[src/rtl/sigpk_pkg.sv]
// ----------------------------------------------------------------------------
// sigpk_pkg
// Shared types and constants for the signal-to-PDU packer.
// ----------------------------------------------------------------------------
package sigpk_pkg;

  localparam int unsigned MSG_W   = 4;
  localparam int unsigned SID_W   = 6;
  localparam int unsigned VAL_W   = 64;
  localparam int unsigned START_W = 6;
  localparam int unsigned SIZE_W  = 7;
  localparam int unsigned BIDX_W  = 3;
  localparam int unsigned BYTE_W  = 8;

  localparam logic [SIZE_W-1:0] SIZE_MAX = 7'd64;

  localparam int unsigned CMDQ_DEPTH = 2;

  typedef enum logic [1:0] {
    REQ_WRITE = 2'd0,
    REQ_READ  = 2'd1,
    REQ_LOAD  = 2'd2,
    REQ_NONE  = 2'd3
  } req_e;

  typedef enum logic [1:0] {
    CMD_STATUS = 2'd0,
    CMD_WRITE  = 2'd1,
    CMD_READ   = 2'd2
  } cmd_kind_e;

  typedef enum logic [1:0] {
    F_CLEAR = 2'd0,
    F_IDLE  = 2'd1,
    F_LOOK  = 2'd2
  } front_state_e;

  typedef enum logic [1:0] {
    B_CLEAR = 2'd0,
    B_IDLE  = 2'd1,
    B_RUN   = 2'd2
  } back_state_e;

  typedef struct packed {
    logic               valid;
    logic [MSG_W-1:0]   msg;
    logic [START_W-1:0] start;
    logic [SIZE_W-1:0]  size;
    logic               big;
  } desc_t;

  typedef struct packed {
    cmd_kind_e          kind;
    logic               status;
    logic [MSG_W-1:0]   msg;
    logic [START_W-1:0] start;
    logic [SIZE_W-1:0]  size;
    logic               big;
    logic [VAL_W-1:0]   value;
  } cmd_t;

  typedef struct packed {
    logic full;
    logic empty;
  } q_status_t;

endpackage

[src/rtl/sigpk_front.sv]
// ----------------------------------------------------------------------------
// sigpk_front
// Accepts requests, keeps the signal descriptor table and turns each request
// into a command for the back end.
// ----------------------------------------------------------------------------
module sigpk_front #(
  parameter int unsigned SIGNALS  = 64,
  parameter int unsigned MESSAGES = 16
) (
  input  logic                                 clk_i,
  input  logic                                 rst_ni,
  input  logic                                 start_i,
  input  logic [1:0]                           req_type_i,
  input  logic [sigpk_pkg::SID_W-1:0]          sig_num_i,
  input  logic [sigpk_pkg::VAL_W-1:0]          signal_value_i,
  input  logic [sigpk_pkg::MSG_W-1:0]          msg_num_i,
  input  logic [sigpk_pkg::START_W-1:0]        first_bit_i,
  input  logic [sigpk_pkg::SIZE_W-1:0]         bit_size_i,
  input  logic                                 big_endian_i,
  output logic                                 busy_o,
  input  sigpk_pkg::q_status_t                 q_status_i,
  output logic                                 push_o,
  output sigpk_pkg::cmd_t                      cmd_o
);
  import sigpk_pkg::*;

  localparam int unsigned SIW = (SIGNALS > 1) ? $clog2(SIGNALS) : 1;

  desc_t              tbl_mem [SIGNALS];
  desc_t              rd_desc_q;
  logic [VAL_W-1:0]   val_q;
  logic [SIW-1:0]     clr_q, clr_d;
  front_state_e       state_q, state_d;

  logic               accept;
  logic               sid_ok, msg_ok, desc_msg_ok;
  logic               tbl_we, tbl_re;
  logic [SIW-1:0]     tbl_addr;
  desc_t              tbl_wdata;
  cmd_t               err_cmd;

  assign busy_o      = (state_q != F_IDLE) | q_status_i.full;
  assign accept      = start_i & ~busy_o;
  assign sid_ok      = 32'(sig_num_i) < SIGNALS;
  assign msg_ok      = 32'(msg_num_i) < MESSAGES;
  assign desc_msg_ok = 32'(rd_desc_q.msg) < MESSAGES;

  always_comb begin
    err_cmd        = '0;
    err_cmd.kind   = CMD_STATUS;
    err_cmd.status = 1'b1;
  end

  always_comb begin
    state_d = state_q;
    clr_d   = clr_q;
    case (state_q)
      F_CLEAR: begin
        clr_d = clr_q + SIW'(1);
        if (clr_q == SIW'(SIGNALS - 1)) begin
          state_d = F_IDLE;
        end
      end
      F_IDLE: begin
        if (accept && req_type_i == REQ_WRITE && sid_ok) begin
          state_d = F_LOOK;
        end
      end
      F_LOOK:  state_d = F_IDLE;
      default: state_d = F_IDLE;
    endcase
  end

  always_comb begin
    push_o          = 1'b0;
    cmd_o           = err_cmd;
    tbl_we          = 1'b0;
    tbl_re          = 1'b0;
    tbl_addr        = SIW'(sig_num_i);
    tbl_wdata       = '0;
    case (state_q)
      F_CLEAR: begin
        tbl_we   = 1'b1;
        tbl_addr = clr_q;
      end
      F_IDLE: begin
        if (accept) begin
          case (req_type_i)
            REQ_WRITE: begin
              if (sid_ok) begin
                tbl_re = 1'b1;
              end else begin
                push_o = 1'b1;
              end
            end
            REQ_READ: begin
              push_o = 1'b1;
              if (msg_ok) begin
                cmd_o.kind   = CMD_READ;
                cmd_o.status = 1'b0;
                cmd_o.msg    = msg_num_i;
              end
            end
            REQ_LOAD: begin
              push_o = 1'b1;
              if (sid_ok && msg_ok) begin
                tbl_we          = 1'b1;
                tbl_wdata.valid = 1'b1;
                tbl_wdata.msg   = msg_num_i;
                tbl_wdata.start = first_bit_i;
                tbl_wdata.size  = bit_size_i;
                tbl_wdata.big   = big_endian_i;
                cmd_o.status    = 1'b0;
                cmd_o.msg       = msg_num_i;
              end
            end
            default: push_o = 1'b1;
          endcase
        end
      end
      F_LOOK: begin
        push_o = 1'b1;
        if (rd_desc_q.valid && desc_msg_ok) begin
          cmd_o.kind   = CMD_WRITE;
          cmd_o.status = 1'b0;
          cmd_o.msg    = rd_desc_q.msg;
          cmd_o.start  = rd_desc_q.start;
          cmd_o.size   = rd_desc_q.size;
          cmd_o.big    = rd_desc_q.big;
          cmd_o.value  = val_q;
        end
      end
      default: ;
    endcase
  end

  always_ff @(posedge clk_i or negedge rst_ni) begin
    if (!rst_ni) begin
      state_q <= F_CLEAR;
      clr_q   <= '0;
    end else begin
      state_q <= state_d;
      clr_q   <= clr_d;
    end
  end

  always_ff @(posedge clk_i) begin
    if (tbl_we) begin
      tbl_mem[tbl_addr] <= tbl_wdata;
    end
    if (tbl_re) begin
      rd_desc_q <= tbl_mem[tbl_addr];
    end
    if (accept) begin
      val_q <= signal_value_i;
    end
  end

endmodule

[src/rtl/sigpk_cmd_q.sv]
// ----------------------------------------------------------------------------
// sigpk_cmd_q
// Short command queue between the front end and the back end.
// ----------------------------------------------------------------------------
module sigpk_cmd_q (
  input  logic                 clk_i,
  input  logic                 rst_ni,
  input  logic                 push_i,
  input  sigpk_pkg::cmd_t      cmd_i,
  input  logic                 pop_i,
  output sigpk_pkg::cmd_t      cmd_o,
  output sigpk_pkg::q_status_t status_o
);
  import sigpk_pkg::*;

  localparam int unsigned PW = (CMDQ_DEPTH > 1) ? $clog2(CMDQ_DEPTH) : 1;
  localparam int unsigned CW = $clog2(CMDQ_DEPTH + 1);

  cmd_t          mem_q [CMDQ_DEPTH];
  logic [PW-1:0] wr_q, wr_d, rd_q, rd_d;
  logic [CW-1:0] cnt_q, cnt_d;
  logic          do_push, do_pop;

  assign status_o.full  = cnt_q == CW'(CMDQ_DEPTH);
  assign status_o.empty = cnt_q == '0;
  assign do_push        = push_i & ~status_o.full;
  assign do_pop         = pop_i & ~status_o.empty;
  assign cmd_o          = mem_q[rd_q];

  always_comb begin
    wr_d  = wr_q;
    rd_d  = rd_q;
    cnt_d = cnt_q;
    if (do_push) begin
      wr_d = (wr_q == PW'(CMDQ_DEPTH - 1)) ? '0 : wr_q + PW'(1);
    end
    if (do_pop) begin
      rd_d = (rd_q == PW'(CMDQ_DEPTH - 1)) ? '0 : rd_q + PW'(1);
    end
    if (do_push && !do_pop) begin
      cnt_d = cnt_q + CW'(1);
    end else if (do_pop && !do_push) begin
      cnt_d = cnt_q - CW'(1);
    end
  end

  always_ff @(posedge clk_i or negedge rst_ni) begin
    if (!rst_ni) begin
      wr_q  <= '0;
      rd_q  <= '0;
      cnt_q <= '0;
    end else begin
      wr_q  <= wr_d;
      rd_q  <= rd_d;
      cnt_q <= cnt_d;
    end
  end

  always_ff @(posedge clk_i) begin
    if (do_push) begin
      mem_q[wr_q] <= cmd_i;
    end
  end

endmodule

[src/rtl/sigpk_back.sv]
// ----------------------------------------------------------------------------
// sigpk_back
// Owns the message buffers: merges signal bits byte by byte, reads messages
// out and drives the result ports.
// ----------------------------------------------------------------------------
module sigpk_back #(
  parameter int unsigned MESSAGES  = 16,
  parameter int unsigned PDU_BYTES = 8
) (
  input  logic                                clk_i,
  input  logic                                rst_ni,
  input  sigpk_pkg::q_status_t                q_status_i,
  input  sigpk_pkg::cmd_t                     cmd_i,
  output logic                                pop_o,
  output logic                                result_valid_o,
  output logic                                status_o,
  output logic [sigpk_pkg::MSG_W-1:0]         out_message_o,
  output logic [sigpk_pkg::BIDX_W-1:0]        byte_index_o,
  output logic [sigpk_pkg::BYTE_W-1:0]        data_byte_o,
  output logic                                last_o
);
  import sigpk_pkg::*;

  localparam int unsigned DEPTH = MESSAGES * PDU_BYTES;
  localparam int unsigned AW    = (DEPTH > 1) ? $clog2(DEPTH) : 1;
  localparam int unsigned KW    = $clog2(PDU_BYTES + 1);
  localparam int unsigned IW    = (PDU_BYTES > 1) ? $clog2(PDU_BYTES) : 1;
  localparam int unsigned OW    = IW + 9;

  logic [BYTE_W-1:0] mem [DEPTH];

  back_state_e        state_q, state_d;
  logic [AW-1:0]      clr_q, clr_d;
  cmd_t               cmd_q, cmd_d;
  logic [KW-1:0]      rd_cnt_q, rd_cnt_d;
  logic               pend_q, pend_d;
  logic [IW-1:0]      pend_idx_q, pend_idx_d;
  logic [BYTE_W-1:0]  rd_data_q;
  logic               pend_last;

  logic               res_v_d, res_st_d, res_last_d;
  logic [MSG_W-1:0]   res_msg_d;
  logic [BIDX_W-1:0]  res_idx_d;
  logic [BYTE_W-1:0]  res_byte_d;

  logic               mem_we, mem_re;
  logic [AW-1:0]      mem_waddr, mem_raddr, base;
  logic [BYTE_W-1:0]  mem_wdata, merged, bmask, bbits;

  logic [SIZE_W-1:0]        size_c;
  logic [START_W-1:0]       qs;
  logic signed [OW-1:0]     k8, off, bidx;

  assign pend_last = pend_idx_q == IW'(PDU_BYTES - 1);
  assign base      = AW'(32'(cmd_q.msg) * PDU_BYTES);

  // Work out which bits of the pending byte belong to the signal
  always_comb begin
    size_c = (cmd_q.size > SIZE_MAX) ? SIZE_MAX : cmd_q.size;
    qs     = {cmd_q.start[START_W-1:3], ~cmd_q.start[2:0]};
    k8     = OW'(signed'({1'b0, pend_idx_q, 3'b000}));
    if (cmd_q.big) begin
      off = OW'(signed'({1'b0, qs})) + OW'(signed'({1'b0, size_c})) - OW'(8) - k8;
    end else begin
      off = k8 - OW'(signed'({1'b0, cmd_q.start}));
    end
    bmask = '0;
    bbits = '0;
    bidx  = '0;
    for (int j = 0; j < BYTE_W; j++) begin
      bidx     = off + OW'(j);
      bmask[j] = (bidx >= 0) && (bidx < OW'(signed'({1'b0, size_c})));
      bbits[j] = cmd_q.value[bidx[5:0]];
    end
    merged = (rd_data_q & ~bmask) | (bbits & bmask);
  end

  always_comb begin
    state_d = state_q;
    case (state_q)
      B_CLEAR: begin
        if (clr_q == AW'(DEPTH - 1)) begin
          state_d = B_IDLE;
        end
      end
      B_IDLE: begin
        if (!q_status_i.empty && cmd_i.kind != CMD_STATUS) begin
          state_d = B_RUN;
        end
      end
      B_RUN: begin
        if (pend_q && pend_last) begin
          state_d = B_IDLE;
        end
      end
      default: state_d = B_IDLE;
    endcase
  end

  always_comb begin
    clr_d      = clr_q;
    cmd_d      = cmd_q;
    rd_cnt_d   = rd_cnt_q;
    pop_o      = 1'b0;
    mem_we     = 1'b0;
    mem_waddr  = base + AW'(pend_idx_q);
    mem_wdata  = merged;
    mem_re     = 1'b0;
    mem_raddr  = base + AW'(rd_cnt_q);
    res_v_d    = 1'b0;
    res_st_d   = 1'b0;
    res_msg_d  = cmd_q.msg;
    res_idx_d  = '0;
    res_byte_d = '0;
    res_last_d = 1'b1;
    case (state_q)
      B_CLEAR: begin
        clr_d     = clr_q + AW'(1);
        mem_we    = 1'b1;
        mem_waddr = clr_q;
        mem_wdata = '0;
      end
      B_IDLE: begin
        if (!q_status_i.empty) begin
          pop_o    = 1'b1;
          cmd_d    = cmd_i;
          rd_cnt_d = '0;
          if (cmd_i.kind == CMD_STATUS) begin
            res_v_d   = 1'b1;
            res_st_d  = cmd_i.status;
            res_msg_d = cmd_i.msg;
          end
        end
      end
      B_RUN: begin
        if (rd_cnt_q < KW'(PDU_BYTES)) begin
          mem_re   = 1'b1;
          rd_cnt_d = rd_cnt_q + KW'(1);
        end
        if (pend_q) begin
          if (cmd_q.kind == CMD_READ) begin
            res_v_d    = 1'b1;
            res_idx_d  = BIDX_W'(pend_idx_q);
            res_byte_d = rd_data_q;
            res_last_d = pend_last;
          end else begin
            mem_we  = 1'b1;
            res_v_d = pend_last;
          end
        end
      end
      default: ;
    endcase
    pend_d     = mem_re;
    pend_idx_d = IW'(rd_cnt_q);
  end

  always_ff @(posedge clk_i or negedge rst_ni) begin
    if (!rst_ni) begin
      state_q        <= B_CLEAR;
      clr_q          <= '0;
      rd_cnt_q       <= '0;
      pend_q         <= 1'b0;
      result_valid_o <= 1'b0;
    end else begin
      state_q        <= state_d;
      clr_q          <= clr_d;
      rd_cnt_q       <= rd_cnt_d;
      pend_q         <= pend_d;
      result_valid_o <= res_v_d;
    end
  end

  always_ff @(posedge clk_i) begin
    cmd_q         <= cmd_d;
    pend_idx_q    <= pend_idx_d;
    status_o      <= res_st_d;
    out_message_o <= res_msg_d;
    byte_index_o  <= res_idx_d;
    data_byte_o   <= res_byte_d;
    last_o        <= res_last_d;
  end

  always_ff @(posedge clk_i) begin
    if (mem_we) begin
      mem[mem_waddr] <= mem_wdata;
    end
    if (mem_re) begin
      rd_data_q <= mem[mem_raddr];
    end
  end

endmodule

[src/rtl/signal_to_pdu_packer_top.sv]
// ----------------------------------------------------------------------------
// signal_to_pdu_packer_top
// Packs signal values into message buffers in Intel or Motorola bit order,
// keeps the signal descriptor table and reads messages out byte by byte.
//
//  channel   handshake             payload
//  request   start_i / busy_o      req_type_i .. big_endian_i
//  result    result_valid_o        status_o .. last_o (one cycle each)
//
// A load, error or unused-code request gives its result once the back end
// pops its command from the queue; a write first has its descriptor looked up.
// A mapped write gives its result once the back end has read and rewritten
// each byte of the message through the buffer memory's read and write ports.
// A read out gives PDU_BYTES results on consecutive cycles.
// After reset the buffers and the table are cleared entry by entry; requests
// queue up behind the buffer clear.
// busy_o is high while the table is being cleared, a descriptor is being
// looked up or the queue is full; results are never stalled.
// ----------------------------------------------------------------------------
module signal_to_pdu_packer_top #(
  parameter int unsigned MESSAGES  = 16,
  parameter int unsigned PDU_BYTES = 8,
  parameter int unsigned SIGNALS   = 64
) (
  input  logic                                clk_i,
  input  logic                                rst_ni,
  input  logic                                start_i,
  output logic                                busy_o,
  input  logic [1:0]                          req_type_i,
  input  logic [sigpk_pkg::SID_W-1:0]         sig_num_i,
  input  logic [sigpk_pkg::VAL_W-1:0]         signal_value_i,
  input  logic [sigpk_pkg::MSG_W-1:0]         msg_num_i,
  input  logic [sigpk_pkg::START_W-1:0]       first_bit_i,
  input  logic [sigpk_pkg::SIZE_W-1:0]        bit_size_i,
  input  logic                                big_endian_i,
  output logic                                result_valid_o,
  output logic                                status_o,
  output logic [sigpk_pkg::MSG_W-1:0]         out_message_o,
  output logic [sigpk_pkg::BIDX_W-1:0]        byte_index_o,
  output logic [sigpk_pkg::BYTE_W-1:0]        data_byte_o,
  output logic                                last_o
);
  import sigpk_pkg::*;

  q_status_t q_status;
  cmd_t      push_cmd, head_cmd;
  logic      push, pop;

  sigpk_front #(
    .SIGNALS  (SIGNALS),
    .MESSAGES (MESSAGES)
  ) u_front (
    .clk_i          (clk_i),
    .rst_ni         (rst_ni),
    .start_i        (start_i),
    .req_type_i     (req_type_i),
    .sig_num_i      (sig_num_i),
    .signal_value_i (signal_value_i),
    .msg_num_i      (msg_num_i),
    .first_bit_i    (first_bit_i),
    .bit_size_i     (bit_size_i),
    .big_endian_i   (big_endian_i),
    .busy_o         (busy_o),
    .q_status_i     (q_status),
    .push_o         (push),
    .cmd_o          (push_cmd)
  );

  sigpk_cmd_q u_cmd_q (
    .clk_i    (clk_i),
    .rst_ni   (rst_ni),
    .push_i   (push),
    .cmd_i    (push_cmd),
    .pop_i    (pop),
    .cmd_o    (head_cmd),
    .status_o (q_status)
  );

  sigpk_back #(
    .MESSAGES  (MESSAGES),
    .PDU_BYTES (PDU_BYTES)
  ) u_back (
    .clk_i          (clk_i),
    .rst_ni         (rst_ni),
    .q_status_i     (q_status),
    .cmd_i          (head_cmd),
    .pop_o          (pop),
    .result_valid_o (result_valid_o),
    .status_o       (status_o),
    .out_message_o  (out_message_o),
    .byte_index_o   (byte_index_o),
    .data_byte_o    (data_byte_o),
    .last_o         (last_o)
  );

endmodule
[config.mk]
export PLATFORM = sky130hd
export DESIGN_NAME = signal_to_pdu_packer_top
export DESIGN_NICKNAME = d
export VERILOG_FILES = /design/src/rtl/sigpk_pkg.sv /design/src/rtl/sigpk_front.sv /design/src/rtl/sigpk_cmd_q.sv /design/src/rtl/sigpk_back.sv /design/src/rtl/signal_to_pdu_packer_top.sv
export SDC_FILE = /design/constraint.sdc
export NUM_CORES = 2
export LEC_CHECK = 0
export ABC_AREA = 1
export BUFFER_PORTS_ARGS = -buffer_cell sky130_fd_sc_hd__buf_2
export CAP_MARGIN = 20
export CORE_MARGIN = 3
export CORE_UTILIZATION = 29
export CTS_CLUSTER_SIZE = 25
export DETAILED_ROUTE_END_ITERATION = 8
export PLACE_DENSITY_LB_ADDON = 0.3
export SETUP_SLACK_MARGIN = 0.3
export SLEW_MARGIN = 20
export SYNTH_ARGS = -nofsm -noshare
export SYNTH_HDL_FRONTEND = slang
export SYNTH_SLANG_ARGS = --single-unit
[constraint.sdc]
create_clock -name clk_i -period 13.1 [get_ports clk_i]
set_input_delay 0 -clock clk_i [delete_from_list [all_inputs] [get_ports clk_i]]
set_output_delay 0 -clock clk_i [all_outputs]
set_load 0.1 [all_outputs]
==> impl_metrics.py <==
metrics = {
    "timing": {
        "timing.final.crit_share": 0.554,
        "skew_ns": 0.0526,
        "hold_violations": 0,
        "finalSetupViolations": 0,
        "setup_tns_ns": 0,
        "grt_setup_unrepaired": "no",
        "fin_ws_ns": 5.84,
        "tightest_slew_ns": 1.24,
        "max_slew_margin": 0.173,
        "slew_violations": 0,
        "min_period_ns": 7.26,
        "fmax_mhz": 138,
    },
    "cts": {
        "cts_resized": 0,
        "cts_post_setup_buffers_inserted": 0,
        "cts_buffer_depth": 4,
        "htree_levels": 5,
        "path_clk_slew_ns": 0.06,
        "cts_made_buffers": 287,
        "cts_tree": "yes",
        "cts_hold_buf": 154,
        "cts_root_buf": "clkbuf_16",
        "cts.sinks": 2632,
        "clock_latency_ns": 0.90,
    },
    "synthesis": {
        "async_reset_ff_frac": 0.0103,
        "syn_avg_cell_area_um2": 12.7,
        "syn_nets": 8531,
        "netlist_instances": 8349,
        "synth_edf_count": 2585,
        "synthFlopType": "edfxtp_1",
        "yosysSeqAreaShare": 0.743,
        "synthTopCellsByCount": "2585 x edfxtp_1, 1730 x nand2_1, 1041 x nor2_1",
        "yosys.area.top_type": "edfxtp_1",
        "ys_ff_latch": 2632,
        "synth.most_common_cell": "edfxtp_1",
        "synth_cell_types": 55,
        "yosysWarnings": 0,
        "synth_area_leaders": "edfxtp_1 73%, nand2_1 6.1%, nor2_1 3.7%, o21ai_0 3.2%, o22ai_1 1.5%",
        "netlist_area_um2": 106000,
        "synth_top_area_frac": 0.733,
    },
    "worst_setup_path": {
        "rrSetupSlack_ns": 5.84,
        "rr_endpoint": "u_back.mem[81][2]$_DFFE_PP_",
        "critPathKind": "reg2reg",
        "crit_end": "u_back.mem[81][2]$_DFFE_PP_",
        "worst_ep_arrival_time_ns": 7.80,
        "crit_top_cell": "inv_1",
        "startpoint_type": "register",
        "worstPathRequired_ns": 13.64,
        "crit_buf_inv": 9,
        "worstReg2RegStart": "u_back.cmd_q[71]$_DFFE_PP_",
        "r2r_cells": 27,
        "crit_start": "u_back.cmd_q[71]$_DFFE_PP_",
        "path_depth": 27,
        "end_kind": "register",
        "cp_max_fo": 76,
        "cpLargestDelayFamily": "buffers and inverters",
        "cpPeakStageDelay_ns": 0.82,
        "cp_slowest_cell": "buf_4",
    },
    "pwr": {
        "power-per-cell-area_nw_per_um2": 139,
        "p_leak_nw": 37.6,
        "ir_worst_vdd_mv": 0.0937,
    },
    "floorplanning": {
        "rows": 221,
        "num_io_pins": 112,
        "die-height_um": 610,
        "core_um2": 363000,
        "die-area_um2": 373000,
        "die_w_um": 610,
        "start_util": 0.292,
    },
    "global_route": {
        "track_usage": 0.161,
        "globalRouteOverflowTotal": 0,
        "antenna_found_initial": 12,
        "grt_pass1_wl_mm": 453,
        "grt_max_degree": 143,
        "first_global_vias": 66300,
    },
    "layout": {
        "area_growth_pct": 16.6,
        "drive_gt1_frac": 0.0997,
        "nets": 8809,
    },
    "run": {
        "cap_violations": 0,
    },
    "worst_hold_path": {
        "hp-start": "sig_num_i[1]",
        "hold_class": "in2reg",
    },
    "drt": {
        "routedWlPerCell_um": 22.6,
        "dr_total_vias": 68000,
        "drt_first_pass_iters": 6,
        "viasPerCell": 4.97,
        "wirelength_mm": 310,
        "ant_nets": 0,
        "drc": 0,
        "drt_iter0_markers": 6871,
    },
    "status": {
        "outcome": "completed",
    },
    "placed_design": {
        "dp_hpwl_mm": 181,
        "finalWeightedCongestion": 0.898,
        "io_buffers": 111,
        "post-place-ws_ns": 5.69,
    },
}
## registers in the layout (all words and copies together), names as in the netlist, 3 cells and up
register              count
u_front.tbl_mem        1216
u_back.data_byte_o        8
u_back.out_message_o      4
u_cmd_q.mem_q           170
u_front.val_q            64
u_front.rd_desc_q        19
u_back.rd_data_q          8
u_back.rd_cnt_q           4
u_front.clr_q             6
u_back.cmd_q             84
u_back.mem             1024
u_back.pend_idx_q         3
u_back.clr_q              7
u_back.byte_index_o       3
## stage by stage
step | power, mW | cell area [µm²] | std cells | hold WS (ns) | util
floorplan | 9.29 | 106000 | 8349 | -0.296 | -
global placement | 9.31 | 113000 | 13000 | 0.103 | 0.310
detailed placement | 9.31 | 113000 | 13000 | 0.118 | 0.310
CTS | 17.3 | 123000 | 13600 | 0.0362 | 0.340
global route | 17.7 | 123000 | 13700 | 0.0990 | 0.340
finish | 17.2 | 123000 | 13700 | 0.104 | 0.340
## layer usage
layer  global-route usage  part of all wire
met1                0.222              0.44
met2                0.259              0.47
met3               0.0255             0.067
met4               0.0541             0.031
met5                    0                 0
## area by class of cell
cell class / instances / area, µm²
repair buffers: 447 / 3550
clock inverters: 155 / 1570
clock buffers: 360 / 7700
inverters: 317 / 1240
well taps: 4794 / 6000
fillers: 35200 / 240000
diodes: 34 / 85.1
multi-input cells: 4942 / 24600
flip-flops and latches: 2632 / 78700
## worst reg2reg max path, stage by stage (launching register included)
cell	delay (ns)
edfxtp_1	0.44
inv_1	0.50
nand2_1	0.53
inv_1	0.16
ha_1	0.30
xnor2_1	0.16
ha_1	0.27
inv_1	0.04
ha_1	0.38
inv_1	0.06
nand2_1	0.07
nand3_1	0.21
nand2_2	0.48
ha_1	0.45
inv_1	0.13
o21ai_0	0.25
nand2_1	0.16
inv_1	0.13
ha_1	0.23
nand2_1	0.06
inv_1	0.03
nand2_1	0.06
a21boi_1	0.08
nor2_1	0.13
a21oi_1	0.12
nor2_4	0.11
buf_4	0.44
buf_4	0.89
## cell families (layout without fill, tap and decap cells)
kind of cell / count (synthesis) / in the layout / share of synthesized area
AND/OR/NAND/NOR: 3307 / 3307 / 0.126
flip-flops: 2632 / 2632 / 0.743
AO/OA/AOI/OAI: 1503 / 1503 / 0.0870
buffers and inverters: 775 / 1279 / 0.0295
adder cells (fa/ha/maj): 89 / 89 / 0.0106
XOR/XNOR: 42 / 42 / 0.00376
multiplexers: 1 / 1 / 0.0000945
other: 0 / 34 / 0
## power breakdown
part / internal (mW) / total, mW / switching, mW
sequential: 9.11 / 9.11 / 0
combinational: 0.0410 / 0.0625 / 0.0215
clock: 4.70 / 8.03 / 3.33
total: 13.8 / 17.2 / 3.35
## cells in the final DEF (no fill, tap or decap), types with 23 or more instances in the layout
cell type	count
a21oi_1	58
a221oi_1	91
a22o_1	32
a22oi_1	207
buf_2	111
buf_4	176
bufinv_16	26
clkbuf_1	60
clkbuf_16	297
clkinv_1	59
clkinv_2	44
dfrtp_1	23
diode_2	34
dlygate4sd3_1	153
edfxtp_1	2585
ha_1	87
inv_1	285
nand2_1	1729
nand3_1	308
nand4_1	144
nor2_1	946
nor2_2	66
nor2_4	32
o211ai_1	52
o21ai_0	684
o21ai_1	42
o221ai_1	50
o22ai_1	257
xor2_1	28
## worst min path at each step
stage | slack, ns | to | depth (start not counted)
3_3_place_gp | 0.10 | u_back.rd_cnt_q[2]$_DFFE_PN0P_ | 1
4_1_cts | 0.04 | u_front.tbl_mem[50][3]$_DFFE_PP_ | 5
3_5_place_dp | 0.12 | u_back.rd_cnt_q[2]$_DFFE_PN0P_ | 1
5_1_grt | 0.1 | u_cmd_q.mem_q[1][84]$_DFFE_PP_ | 4
6_report | 0.10 | u_front.tbl_mem[50][3]$_DFFE_PP_ | 5
2_1_floorplan | -0.30 | u_back.clr_q[0]$_DFFE_PN0P_ | 0
(Power assumes the default switching activity.)
